## src/hdl/smdsa_pkg.sv

```systemverilog
package smdsa_pkg;

  // Field widths of the channels
  localparam int unsigned DATA_W      = 64;
  localparam int unsigned KIND_W      = 4;
  localparam int unsigned CODE_W      = 2;
  localparam int unsigned DEPTH_OUT_W = 6;
  localparam int unsigned BYTE_W      = 8;

  // Default number of stack entries
  localparam int unsigned STACK_DEPTH_DEF = 32;

  // Stack words
  typedef enum logic [KIND_W-1:0] {
    K_PUSH  = 4'd0,
    K_ADD   = 4'd1,
    K_SUB   = 4'd2,
    K_GT    = 4'd3,
    K_GE    = 4'd4,
    K_LT    = 4'd5,
    K_LE    = 4'd6,
    K_EQ    = 4'd7,
    K_NE    = 4'd8,
    K_DUP   = 4'd9,
    K_SWAP  = 4'd10,
    K_OVER  = 4'd11,
    K_DEPTH = 4'd12,
    K_PRINT = 4'd13,
    K_EMIT  = 4'd14
  } kind_t;

  // Output codes
  localparam logic [CODE_W-1:0] EK_NONE   = 2'd0;
  localparam logic [CODE_W-1:0] EK_NUMBER = 2'd1;
  localparam logic [CODE_W-1:0] EK_CHAR   = 2'd2;

  localparam logic [CODE_W-1:0] STAT_OK        = 2'd0;
  localparam logic [CODE_W-1:0] STAT_UNDERFLOW = 2'd1;
  localparam logic [CODE_W-1:0] STAT_OVERFLOW  = 2'd2;

  // Stack update requested by the decoder
  typedef enum logic [1:0] {
    OP_HOLD   = 2'd0,
    OP_GROW   = 2'd1,
    OP_SHRINK = 2'd2,
    OP_SWAP   = 2'd3
  } stk_op_t;

  typedef struct packed {
    stk_op_t           op;
    logic [DATA_W-1:0] value;
  } stk_ctrl_t;

  typedef struct packed {
    logic [CODE_W-1:0] emit_kind;
    logic [DATA_W-1:0] emit_value;
    logic [CODE_W-1:0] status;
  } alu_res_t;

  typedef struct packed {
    logic [CODE_W-1:0]      emit_kind;
    logic [DATA_W-1:0]      emit_value;
    logic [CODE_W-1:0]      status;
    logic [DEPTH_OUT_W-1:0] stack_depth;
  } out_item_t;

endpackage

```

## src/hdl/smdsa_stack.sv

```systemverilog
module smdsa_stack import smdsa_pkg::*; #(
  parameter int unsigned STACK_DEPTH = STACK_DEPTH_DEF,
  parameter int unsigned CW          = $clog2(STACK_DEPTH + 1)
) (
  input  logic              clk,
  input  logic              rst_n,
  input  logic              en,
  input  stk_ctrl_t         ctrl,
  output logic [CW-1:0]     cnt,
  output logic [CW-1:0]     cnt_nxt,
  output logic [DATA_W-1:0] tos,
  output logic [DATA_W-1:0] nos
);

  localparam int unsigned AW = (STACK_DEPTH > 1) ? $clog2(STACK_DEPTH) : 1;

  // Entries below the top two live in the memory; third_r caches the
  // entry just under nos so a shrink can refill nos in the same cycle.
  logic [DATA_W-1:0] mem [STACK_DEPTH];
  logic [CW-1:0]     cnt_r;
  logic [DATA_W-1:0] tos_r;
  logic [DATA_W-1:0] nos_r;
  logic [DATA_W-1:0] third_r;
  logic [CW-1:0]     wr_pos;
  logic [CW-1:0]     rd_pos;
  logic              wr_en;
  logic              rd_en;

  assign wr_pos = cnt_r - CW'(2);
  assign rd_pos = cnt_r - CW'(4);
  assign wr_en  = en && (ctrl.op == OP_GROW) && (32'(cnt_r) >= 32'd2);
  assign rd_en  = en && (ctrl.op == OP_SHRINK) && (32'(cnt_r) >= 32'd4);

  // Entry count
  always_comb begin
    cnt_nxt = cnt_r;
    if (en) begin
      unique case (ctrl.op)
        OP_GROW:   cnt_nxt = cnt_r + CW'(1);
        OP_SHRINK: cnt_nxt = cnt_r - CW'(1);
        default:   cnt_nxt = cnt_r;
      endcase
    end
  end

  always_ff @(posedge clk) begin
    if (!rst_n) begin
      cnt_r <= '0;
    end else begin
      cnt_r <= cnt_nxt;
    end
  end

  // Top-of-stack registers
  always_ff @(posedge clk) begin
    if (en) begin
      unique case (ctrl.op)
        OP_GROW: begin
          tos_r <= ctrl.value;
          nos_r <= tos_r;
        end
        OP_SHRINK: begin
          tos_r <= ctrl.value;
          nos_r <= third_r;
        end
        OP_SWAP: begin
          tos_r <= nos_r;
          nos_r <= tos_r;
        end
        default: ;
      endcase
    end
  end

  // Spill memory and its registered read into third_r
  always_ff @(posedge clk) begin
    if (wr_en) begin
      mem[wr_pos[AW-1:0]] <= nos_r;
    end
    if (en && (ctrl.op == OP_GROW)) begin
      third_r <= nos_r;
    end else if (rd_en) begin
      third_r <= mem[rd_pos[AW-1:0]];
    end
  end

  assign cnt = cnt_r;
  assign tos = tos_r;
  assign nos = nos_r;

`ifndef ASSERT_OFF
  a_cnt_bound: assert property (@(posedge clk) disable iff (!rst_n)
    32'(cnt_r) <= STACK_DEPTH)
    else $error("stack count above depth");

  a_cnt_idle: assert property (@(posedge clk) disable iff (!rst_n)
    !en |=> $stable(cnt_r))
    else $error("stack count moved without a transaction");

  a_cnt_step: assert property (@(posedge clk) disable iff (!rst_n)
    en |=> (cnt_r == $past(cnt_r)) || (cnt_r == $past(cnt_r) + CW'(1))
           || (cnt_r == $past(cnt_r) - CW'(1)))
    else $error("stack count changed by more than one");
`endif

endmodule

```

## config.mk

```make
export PLATFORM = sky130hd
export DESIGN_NAME = smdsa_stack
export DESIGN_NICKNAME = d
export VERILOG_FILES = /design/src/hdl/smdsa_pkg.sv /design/src/hdl/smdsa_stack.sv
export SDC_FILE = /design/constraint.sdc
export NUM_CORES = 2
export LEC_CHECK = 0
export ABC_AREA = 1
export ABC_CLOCK_PERIOD_IN_PS = 7700
export BUFFER_PORTS_ARGS = -buffer_cell sky130_fd_sc_hd__buf_2
export CORE_ASPECT_RATIO = 0.9
export CORE_MARGIN = 2
export CORE_UTILIZATION = 45
export DETAILED_ROUTE_END_ITERATION = 6
export PLACE_DENSITY = 0.64
export REMOVE_ABC_BUFFERS = 1
export SETUP_SLACK_MARGIN = 0.2
export SLEW_MARGIN = 20
export SYNTH_ARGS = -nofsm -noshare
export SYNTH_HDL_FRONTEND = slang
export SYNTH_SLANG_ARGS = --single-unit
```

## constraint.sdc

```tcl
create_clock -name clk -period 7.7 [get_ports clk]
set_input_delay 1.155 -clock clk [delete_from_list [all_inputs] [get_ports clk]]
set_output_delay 1.155 -clock clk [all_outputs]
set_load 0.05 [all_outputs]
```

==> impl_metrics.tcl <==
set metrics [dict create \
    worst_ep_required_time_ns 6.55 \
    crit_type "flop to output pin" \
    cp_top_family "buffers and inverters" \
    pin_count 209 \
    die_area_um2 204000 \
    via_per_inst 5.62 \
    core_um2 200000 \
    globalRouteMet1Util_pct 36.7 \
    ys_seq_elements 2246 \
    use_met3_pct 5.21 \
    hold_depth 1 \
    ctsHoldBuffers 0 \
    powerDensity_nw_per_um2 275 \
    clockBufferDepth 3 \
    syn_inst 7457 \
    routed_wl_um 259000 \
    path_depth 4 \
    grt_max_degree 168 \
    top_usage_layer "met2" \
    synth_seq_area_share_pct 74.5 \
    grtUsageMet2_pct 37.9 \
    setup-tns-final_ns 0 \
    critical-path-max-stage-delay_ns 0.76 \
    syn_to_final_growth_pct 12.6 \
    netlist_area_um2 90400 \
    dr.pass1.iters 7 \
    numCtsBuffers 220 \
    fin_worst_skew_ns 0.0521 \
    gp_congestion 0.835 \
    crit_chain "buf_4 -> buf_4 -> buf_4 -> buf_2" \
    slowest_stage "buf_4" \
    post-route-drc-count 0 \
    worstMarginPinSlew_ns 1.16 \
    cts_max_level 4 \
    clock.fmax_mhz 191 \
    rows 156 \
    maxCapViolCount 0 \
    overflow 0 \
    path_clk_slew_ns 0.06 \
    cp_common_cell "buf_4" \
    cts_resized 0 \
    clk_latency_ns 0.86 \
    max_slew_margin_pct 22.8 \
    num_vias 59100 \
    total_power_mw 28.0 \
    p_leak_nw 36.9 \
    cp.arrival_ns 4.08 \
    clock-root-buffer "clkbuf_16" \
    synth.avg_cell_area_um2 12.1 \
    endpoint_kind "output pin" \
    ir_drop_v 0.000209 \
    min_path_type "flop to flop" \
    crit_fanout 66 \
    clock-sinks 2246 \
    utilization_pct 50.8 \
    setup_violations 0 \
    die-width_um 476 \
    cts_setup_buffers 0 \
    antenna_found_initial 10 \
    final_nets 7714 \
    path_buf_inv 4 \
    rsz0062_at_grt "no" \
    fin_crit_ns 5.23 \
    dp_hpwl_um 136000 \
    min_period_over_period_pct 68.0 \
    cts_tree "done" \
    die_h_um 429 \
    final_antenna_net_count 0 \
    synth_cell_types 27 \
    hold_viol 0 \
    grt_first_pass_wirelength_um 380000 \
    wl_per_cell_um 24.7 \
    drv_slew 0 \
    portBuffers 208 \
    reg2regPathDepth 9 \
    drt_iter0_drc 7677 \
    track_usage_pct 24.9 \
    start_util_pct 45.1 \
    grt_pass1_vias 55900 \
    drive_gt1_share_pct 11.1 \
    yosysWarnings 0 \
    status "complete, no violations" \
    worstSetupStartpointType "flop" \
]
-- metal layers --
metal  vias to the layer above  routed length [µm]
met1                     29100              109000
met4                        10                5750
met3                       408               28900
met2                      3265              116000
met5                         -                  72
li1                      26300                   -
-- layout make-up --
| type | instances | area, µm² |
|---|---|---|
| diodes | 2 | 5.00 |
| repair buffers | 386 | 2620 |
| clock inverters | 145 | 1540 |
| well taps | 2686 | 3360 |
| fillers | 17100 | 98500 |
| inverters | 47 | 216 |
| clock buffers | 266 | 5680 |
| flip-flops and latches | 2246 | 67400 |
| multi-input cells | 4734 | 21000 |
-- power breakdown --
| part | internal [mW] | switching, mW | total [mW] |
|---|---|---|---|
| sequential | 13.7 | 0.0896 | 13.8 |
| combinational | 0.760 | 2.56 | 3.32 |
| clock | 6.06 | 4.76 | 10.8 |
| total | 20.6 | 7.41 | 28.0 |
-- final timing paths --
check	startpoint	to	slack, ns
worst min-delay path	third_r[29]	nos[29]	0.54
worst max register to register	cnt[1]	mem[30][2]	2.70
worst max-delay path	cnt[0]	cnt[0]	2.47
worst min register to register	third_r[29]	nos[29]	0.54
-- layout by cell type, fill, tap and decap left out, types with 4 or more instances in the layout --
cell type	count
buf_4	157
a21oi_1	93
nand3_1	729
inv_8	4
nand4_1	244
bufinv_16	23
inv_16	5
nor2_4	37
clkbuf_1	46
clkbuf_16	220
nor2_1	27
clkinv_2	37
buf_12	15
edfxtp_1	2240
buf_2	208
buf_6	4
clkinvlp_4	5
inv_1	40
nand2_1	3409
o21ai_0	4
nand3b_1	40
ha_1	8
mux2_2	128
clkinv_16	7
clkinv_1	60
-- stage by stage --
stage,worst slack (ns),hold slack (ns),cell area [µm²],cells
2_1_floorplan,-31.27,0.523,88200,7027
3_3_place_gp,2.29,0.530,94400,10100
3_5_place_dp,2.30,0.532,94500,10100
4_1_cts,2.43,0.511,102000,10500
5_1_grt,2.39,0.547,102000,10500
6_report,2.47,0.542,102000,10500
-- sequential cells by signal, indices dropped and copies added (netlist names) --
signal / flops
cnt: 6
mem: 2048
nos: 64
third_r: 64
tos: 64
-- synth_stat cells --
cell         n  area [µm²]
nand4_1    244        1530
nand2_1   3411       12800
nand3b_1    40         300
inv_2        4        15.0
buf_6        3        33.8
buf_2      242        1210
o31ai_1      1        7.51
dfxtp_1      6         120
o21bai_1     1        7.51
xnor2_1      4        35.0
o21ai_0      4        20.0
nand2_2      1        6.26
o22ai_1      1        6.26
buf_1       38         143
nor2_4       2        22.5
inv_4        1        6.26
a21oi_1     93         465
inv_1       42         158
edfxtp_1  2240       67300
xor2_1       3        26.3
clkbuf_1    91         342
nor2_1      61         229
nand3_1    729        3650
buf_4       56         420
mux2_2     128        1440
nor2_2       1        6.26
ha_1        10         125
-- cell families (layout without fill, tap and decap cells) --
logic type	count (synthesis)	count (layout)	synth area share, %
flops	2246	2246	74.5
compound gates	100	100	0.561
xor+xnor	7	7	0.0678
mux	128	128	1.59
fa+ha+maj	10	10	0.138
buf+inv	477	844	2.58
simple gates	4489	4489	20.5
other cells	0	2	0
Note: power is estimated with default switching activity, not from simulation.
