## src/hdl/smdsa_pkg.sv

```systemverilog
package smdsa_pkg;

  // Field widths of the channels
  localparam int unsigned DATA_W      = 64;
  localparam int unsigned KIND_W      = 4;
  localparam int unsigned CODE_W      = 2;
  localparam int unsigned DEPTH_OUT_W = 6;
  localparam int unsigned BYTE_W      = 8;

  // Default number of stack entries
  localparam int unsigned STACK_DEPTH_DEF = 32;

  // Stack words
  typedef enum logic [KIND_W-1:0] {
    K_PUSH  = 4'd0,
    K_ADD   = 4'd1,
    K_SUB   = 4'd2,
    K_GT    = 4'd3,
    K_GE    = 4'd4,
    K_LT    = 4'd5,
    K_LE    = 4'd6,
    K_EQ    = 4'd7,
    K_NE    = 4'd8,
    K_DUP   = 4'd9,
    K_SWAP  = 4'd10,
    K_OVER  = 4'd11,
    K_DEPTH = 4'd12,
    K_PRINT = 4'd13,
    K_EMIT  = 4'd14
  } kind_t;

  // Output codes
  localparam logic [CODE_W-1:0] EK_NONE   = 2'd0;
  localparam logic [CODE_W-1:0] EK_NUMBER = 2'd1;
  localparam logic [CODE_W-1:0] EK_CHAR   = 2'd2;

  localparam logic [CODE_W-1:0] STAT_OK        = 2'd0;
  localparam logic [CODE_W-1:0] STAT_UNDERFLOW = 2'd1;
  localparam logic [CODE_W-1:0] STAT_OVERFLOW  = 2'd2;

  // Stack update requested by the decoder
  typedef enum logic [1:0] {
    OP_HOLD   = 2'd0,
    OP_GROW   = 2'd1,
    OP_SHRINK = 2'd2,
    OP_SWAP   = 2'd3
  } stk_op_t;

  typedef struct packed {
    stk_op_t           op;
    logic [DATA_W-1:0] value;
  } stk_ctrl_t;

  typedef struct packed {
    logic [CODE_W-1:0] emit_kind;
    logic [DATA_W-1:0] emit_value;
    logic [CODE_W-1:0] status;
  } alu_res_t;

  typedef struct packed {
    logic [CODE_W-1:0]      emit_kind;
    logic [DATA_W-1:0]      emit_value;
    logic [CODE_W-1:0]      status;
    logic [DEPTH_OUT_W-1:0] stack_depth;
  } out_item_t;

endpackage

```

## src/hdl/smdsa_alu.sv

```systemverilog
module smdsa_alu import smdsa_pkg::*; #(
  parameter int unsigned STACK_DEPTH = STACK_DEPTH_DEF,
  parameter int unsigned CW          = $clog2(STACK_DEPTH + 1)
) (
  input  logic [KIND_W-1:0] kind,
  input  logic [DATA_W-1:0] literal,
  input  logic [CW-1:0]     cnt,
  input  logic [DATA_W-1:0] tos,
  input  logic [DATA_W-1:0] nos,
  output stk_ctrl_t         ctrl,
  output alu_res_t          res
);

  logic              need2;
  logic              need1;
  logic              grows;
  logic              underflow;
  logic              overflow;
  logic [DATA_W-1:0] sum;
  logic [DATA_W-1:0] diff;
  logic              lt_ab;
  logic              gt_ab;
  logic              eq_ab;
  logic [DATA_W-1:0] op_val;
  stk_op_t           op_ok;
  logic [CODE_W-1:0] ek_ok;
  logic [DATA_W-1:0] ev_ok;

  // Stack depth requirements of each word
  always_comb begin
    need2 = 1'b0;
    need1 = 1'b0;
    grows = 1'b0;
    unique case (kind_t'(kind))
      K_ADD, K_SUB, K_GT, K_GE, K_LT, K_LE, K_EQ, K_NE, K_SWAP: need2 = 1'b1;
      K_OVER: begin
        need2 = 1'b1;
        grows = 1'b1;
      end
      K_DUP: begin
        need1 = 1'b1;
        grows = 1'b1;
      end
      K_PRINT, K_EMIT: need1 = 1'b1;
      K_PUSH, K_DEPTH: grows = 1'b1;
      default: ;
    endcase
  end

  assign underflow = (need2 && (32'(cnt) < 32'd2)) || (need1 && (32'(cnt) < 32'd1));
  assign overflow  = grows && (32'(cnt) >= STACK_DEPTH);

  // Arithmetic on second (a) and top (b)
  assign sum   = nos + tos;
  assign diff  = nos - tos;
  assign lt_ab = $signed(nos) < $signed(tos);
  assign gt_ab = $signed(tos) < $signed(nos);
  assign eq_ab = (nos == tos);

  // Result of a word that is allowed to execute
  always_comb begin
    op_val = '0;
    op_ok  = OP_HOLD;
    ek_ok  = EK_NONE;
    ev_ok  = '0;
    unique case (kind_t'(kind))
      K_PUSH: begin
        op_ok  = OP_GROW;
        op_val = literal;
      end
      K_ADD: begin
        op_ok  = OP_SHRINK;
        op_val = sum;
      end
      K_SUB: begin
        op_ok  = OP_SHRINK;
        op_val = diff;
      end
      K_GT: begin
        op_ok  = OP_SHRINK;
        op_val = DATA_W'(gt_ab);
      end
      K_GE: begin
        op_ok  = OP_SHRINK;
        op_val = DATA_W'(!lt_ab);
      end
      K_LT: begin
        op_ok  = OP_SHRINK;
        op_val = DATA_W'(lt_ab);
      end
      K_LE: begin
        op_ok  = OP_SHRINK;
        op_val = DATA_W'(!gt_ab);
      end
      K_EQ: begin
        op_ok  = OP_SHRINK;
        op_val = DATA_W'(eq_ab);
      end
      K_NE: begin
        op_ok  = OP_SHRINK;
        op_val = DATA_W'(!eq_ab);
      end
      K_DUP: begin
        op_ok  = OP_GROW;
        op_val = tos;
      end
      K_SWAP: op_ok = OP_SWAP;
      K_OVER: begin
        op_ok  = OP_GROW;
        op_val = nos;
      end
      K_DEPTH: begin
        op_ok  = OP_GROW;
        op_val = DATA_W'(cnt);
      end
      K_PRINT: begin
        op_ok  = OP_SHRINK;
        op_val = nos;
        ek_ok  = EK_NUMBER;
        ev_ok  = tos;
      end
      K_EMIT: begin
        op_ok  = OP_SHRINK;
        op_val = nos;
        ek_ok  = EK_CHAR;
        ev_ok  = DATA_W'(tos[BYTE_W-1:0]);
      end
      default: ;
    endcase
  end

  // Refused words leave the stack alone; underflow wins over overflow
  always_comb begin
    ctrl.value = op_val;
    priority if (underflow) begin
      ctrl.op        = OP_HOLD;
      res.emit_kind  = EK_NONE;
      res.emit_value = '0;
      res.status     = STAT_UNDERFLOW;
    end else if (overflow) begin
      ctrl.op        = OP_HOLD;
      res.emit_kind  = EK_NONE;
      res.emit_value = '0;
      res.status     = STAT_OVERFLOW;
    end else begin
      ctrl.op        = op_ok;
      res.emit_kind  = ek_ok;
      res.emit_value = ev_ok;
      res.status     = STAT_OK;
    end
  end

endmodule

```

## config.mk

```make
export PLATFORM = sky130hd
export DESIGN_NAME = smdsa_alu
export DESIGN_NICKNAME = d
export VERILOG_FILES = /design/src/hdl/smdsa_pkg.sv /design/src/hdl/smdsa_alu.sv
export SDC_FILE = /design/constraint.sdc
export NUM_CORES = 1
export LEC_CHECK = 0
export BUFFER_PORTS_ARGS = -buffer_cell sky130_fd_sc_hd__buf_2
export CELL_PAD_IN_SITES_DETAIL_PLACEMENT = 1
export CELL_PAD_IN_SITES_GLOBAL_PLACEMENT = 2
export CORE_MARGIN = 2
export CORE_UTILIZATION = 26
export DETAILED_ROUTE_END_ITERATION = 8
export PLACE_DENSITY = 0.82
export SLEW_MARGIN = 0
export SYNTH_ARGS = -nofsm -noshare
export SYNTH_HDL_FRONTEND = slang
export SYNTH_SLANG_ARGS = --single-unit
```

## constraint.sdc

```tcl
create_clock -name vclk -period 3.1
set_input_delay 0.155 -clock vclk [all_inputs]
set_output_delay 0.155 -clock vclk [all_outputs]
set_load 0.01 [all_outputs]
```

==> run summary <==
Layout Nets -> 2938
Slew headroom -> 49.55%
Seq/Total Area, Yosys -> 0%
Finished Cell Area -> 19730 um2
Cells after synthesis -> 1760
Avg Inst Size Synth -> 6.338 um2
VDD IR max -> 0.08880 mV
Maxcap violations -> 0
Register Area -> 0 um2
Synthesized cell area -> 11150 um2
I/O pins -> 336
Post-CTS Hold Buffers -> 0
Aggregate global routing overflow -> 0
CP max FO -> 3
Synth warn -> 0
Via density per instance -> 5.712
Initial core utilization -> 26.47%
WP data arrival -> 3.34 ns
GRT Overall Usage -> 29.10%
Syn nets -> 2155
Share of cells above drive strength 1 -> 48.41%
Wire per inst -> 22.44 um
Via count -> 17590
Crit start category -> input port
Violated checks -> negative setup slack
Most common cell after layout, fill and taps aside -> buf_4
First DRT Iteration DRCs -> 1321
Core area -> 42130 um2
DR pass1 iterations -> 6
Tot Pwr -> 4.041 mW
Critical path class -> in2out
Via count of the first global-routing pass -> 18630
Setup WS post-layout -> -0.3967 ns
Area growth from synthesis to final layout -> 76.86%
Buffers on Ports -> 336
WP data required -> 2.94 ns
Crit end category -> primary output
Die Ht -> 211.1 um
Die Area -> 44570 um2
Row count -> 75
Ant diodes -> 0
Gpl congestion -> 0.9398
Final HPWL DP -> 53940 um
Actual slew at the worst max-slew pin -> 0.7567 ns
# DRC -> 0
Hold WC Path Type -> in2out
Pwr/cell area -> 204.8 nW/um2
Fmax -> 286.0 MHz
Final min period -> 3.497 ns
Layout fillers -> 5350
FFs & Latches -> 0
Clkbuf count -> 0
Largest net degree at the start of global routing -> 57
Total Wirelength -> 69110 um
Final core utilization -> 46.82%
Final Setup Violations -> 33
RSZ-0062 raised after global routing -> true
Distinct cells, synth -> 80
Placed Area -> 17190 um2
Final hold slack -> 0.6326 ns
Period utilization -> 112.8%
Final ANT Viol Nets -> 0
Status -> finished with violations
Die W -> 211.1 um
Pins Over Slew Limit -> 0
Final hold violations -> 0
Leak pwr -> 9.474 nW
Global-route wire length before repair -> 104400 um
Most frequent cells in the layout -> buf_4, buf_2, inv_1
Initial antenna violation count -> 2
Placement Setup Slack -> -0.7529 ns
[Yosys cell counts, types with 4 or more instances]
master	count	area, um2
o211a_1	4	40.04
nand2b_1	12	75.07
or2_2	4	25.02
clkbuf_1	116	435.4
ha_1	191	2390
and2_1	15	93.84
inv_1	193	724.4
o21ai_0	72	360.4
or4_1	5	37.54
a211oi_1	17	127.6
a311oi_1	4	35.03
o21ai_1	41	205.2
a21o_1	33	247.7
a31oi_1	16	100.1
o211ai_1	24	180.2
o31ai_1	15	112.6
nand4_1	23	143.9
a21boi_1	4	30.03
a222oi_1	63	630.6
and3_1	7	43.79
or3_1	4	25.02
a41oi_1	5	43.79
o22ai_1	36	225.2
a21oi_1	187	935.9
o21bai_1	56	420.4
o221a_2	8	90.09
buf_1	9	33.78
a31o_2	4	35.03
o31a_1	7	61.31
mux2i_1	4	40.04
o311ai_1	8	70.07
xnor2_1	6	52.55
inv_2	6	22.52
o221ai_1	6	52.55
nand3_1	34	170.2
nor4_1	23	143.9
nor3_1	88	440.4
nand2_1	112	420.4
nor2b_1	12	75.07
a221oi_1	41	359.1
a22oi_1	10	75.07
a221o_1	8	80.08
nor2_1	165	619.3
[critical path: stages]
cell       delay, ns
buf_8           0.10
inv_6           0.05
ha_4            0.21
or4_4           0.54
nand2b_4        0.17
a2111oi_4       0.17
buf_4           0.20
o311ai_4        0.12
a31oi_4         0.21
a211oi_4        0.08
o21ai_4         0.21
a21boi_2        0.10
or4b_4          0.54
a21boi_2        0.20
o32ai_4         0.10
buf_2           0.16
[power by group]
part           switching (mW)  internal [mW]  total, mW
Sequential                  0              0          0
Combinational            2.21           1.83       4.04
Clock                       0              0          0
Total                    2.21           1.83       4.04
[kinds of logic (layout without fill, tap and decap cells)]
group	after synthesis	after routing	synth area share (%)
muxes	4	4	0.3590
adders and majority gates	193	193	21.78
AOI/OAI and AO/OA	708	708	44.07
buffers and inverters	327	1108	11.12
and+or+nand+nor	520	520	22.04
xor gates and xnor gates	8	8	0.6282
[repair_timing]
item	4_1_cts	5_1_grt
setup buffers	33	27
gates cloned	0	0
setup endpoints to repair	42	43
pin swaps	118	93
gates resized for setup	288	163
[layout make-up]
cell class	instances	area [um2]	share of cell area (%)
inverters	199	772.0	3.913
multi-input cells	1433	11900	60.33
well taps	539	674.4	3.419
repair buffers	909	6380	32.34
[worst paths after layout]
path                         from        to  depth (start not counted)  slack [ns]
worst min-delay path  literal[19]  ctrl[19]                          4        0.63
worst max-delay path      tos[11]  ctrl[63]                         16       -0.40
[metal layers]
| layer | global-route usage [%] | vias up | routed length, um | share of wire [%] |
|---|---|---|---|---|
| met5 | 0 | - | 27 | 0.039 |
| met4 | 7.576 | 4 | 1894 | 2.7 |
| met3 | 2.334 | 127 | 3706 | 5.4 |
| met2 | 52.45 | 655 | 33960 | 49 |
| met1 | 37.12 | 8669 | 29520 | 43 |
| li1 | - | 8138 | - | - |
[metrics by stage]
stage	setup TNS [ns]	std cells
after CTS	-6.223	3055
after floorplan	0	1760
final	-7.109	3080
after detailed placement	-18.50	3036
after global routing	-11.64	3080
after global placement	-16.44	3036
Note: power is estimated with default switching activity, not from simulation.
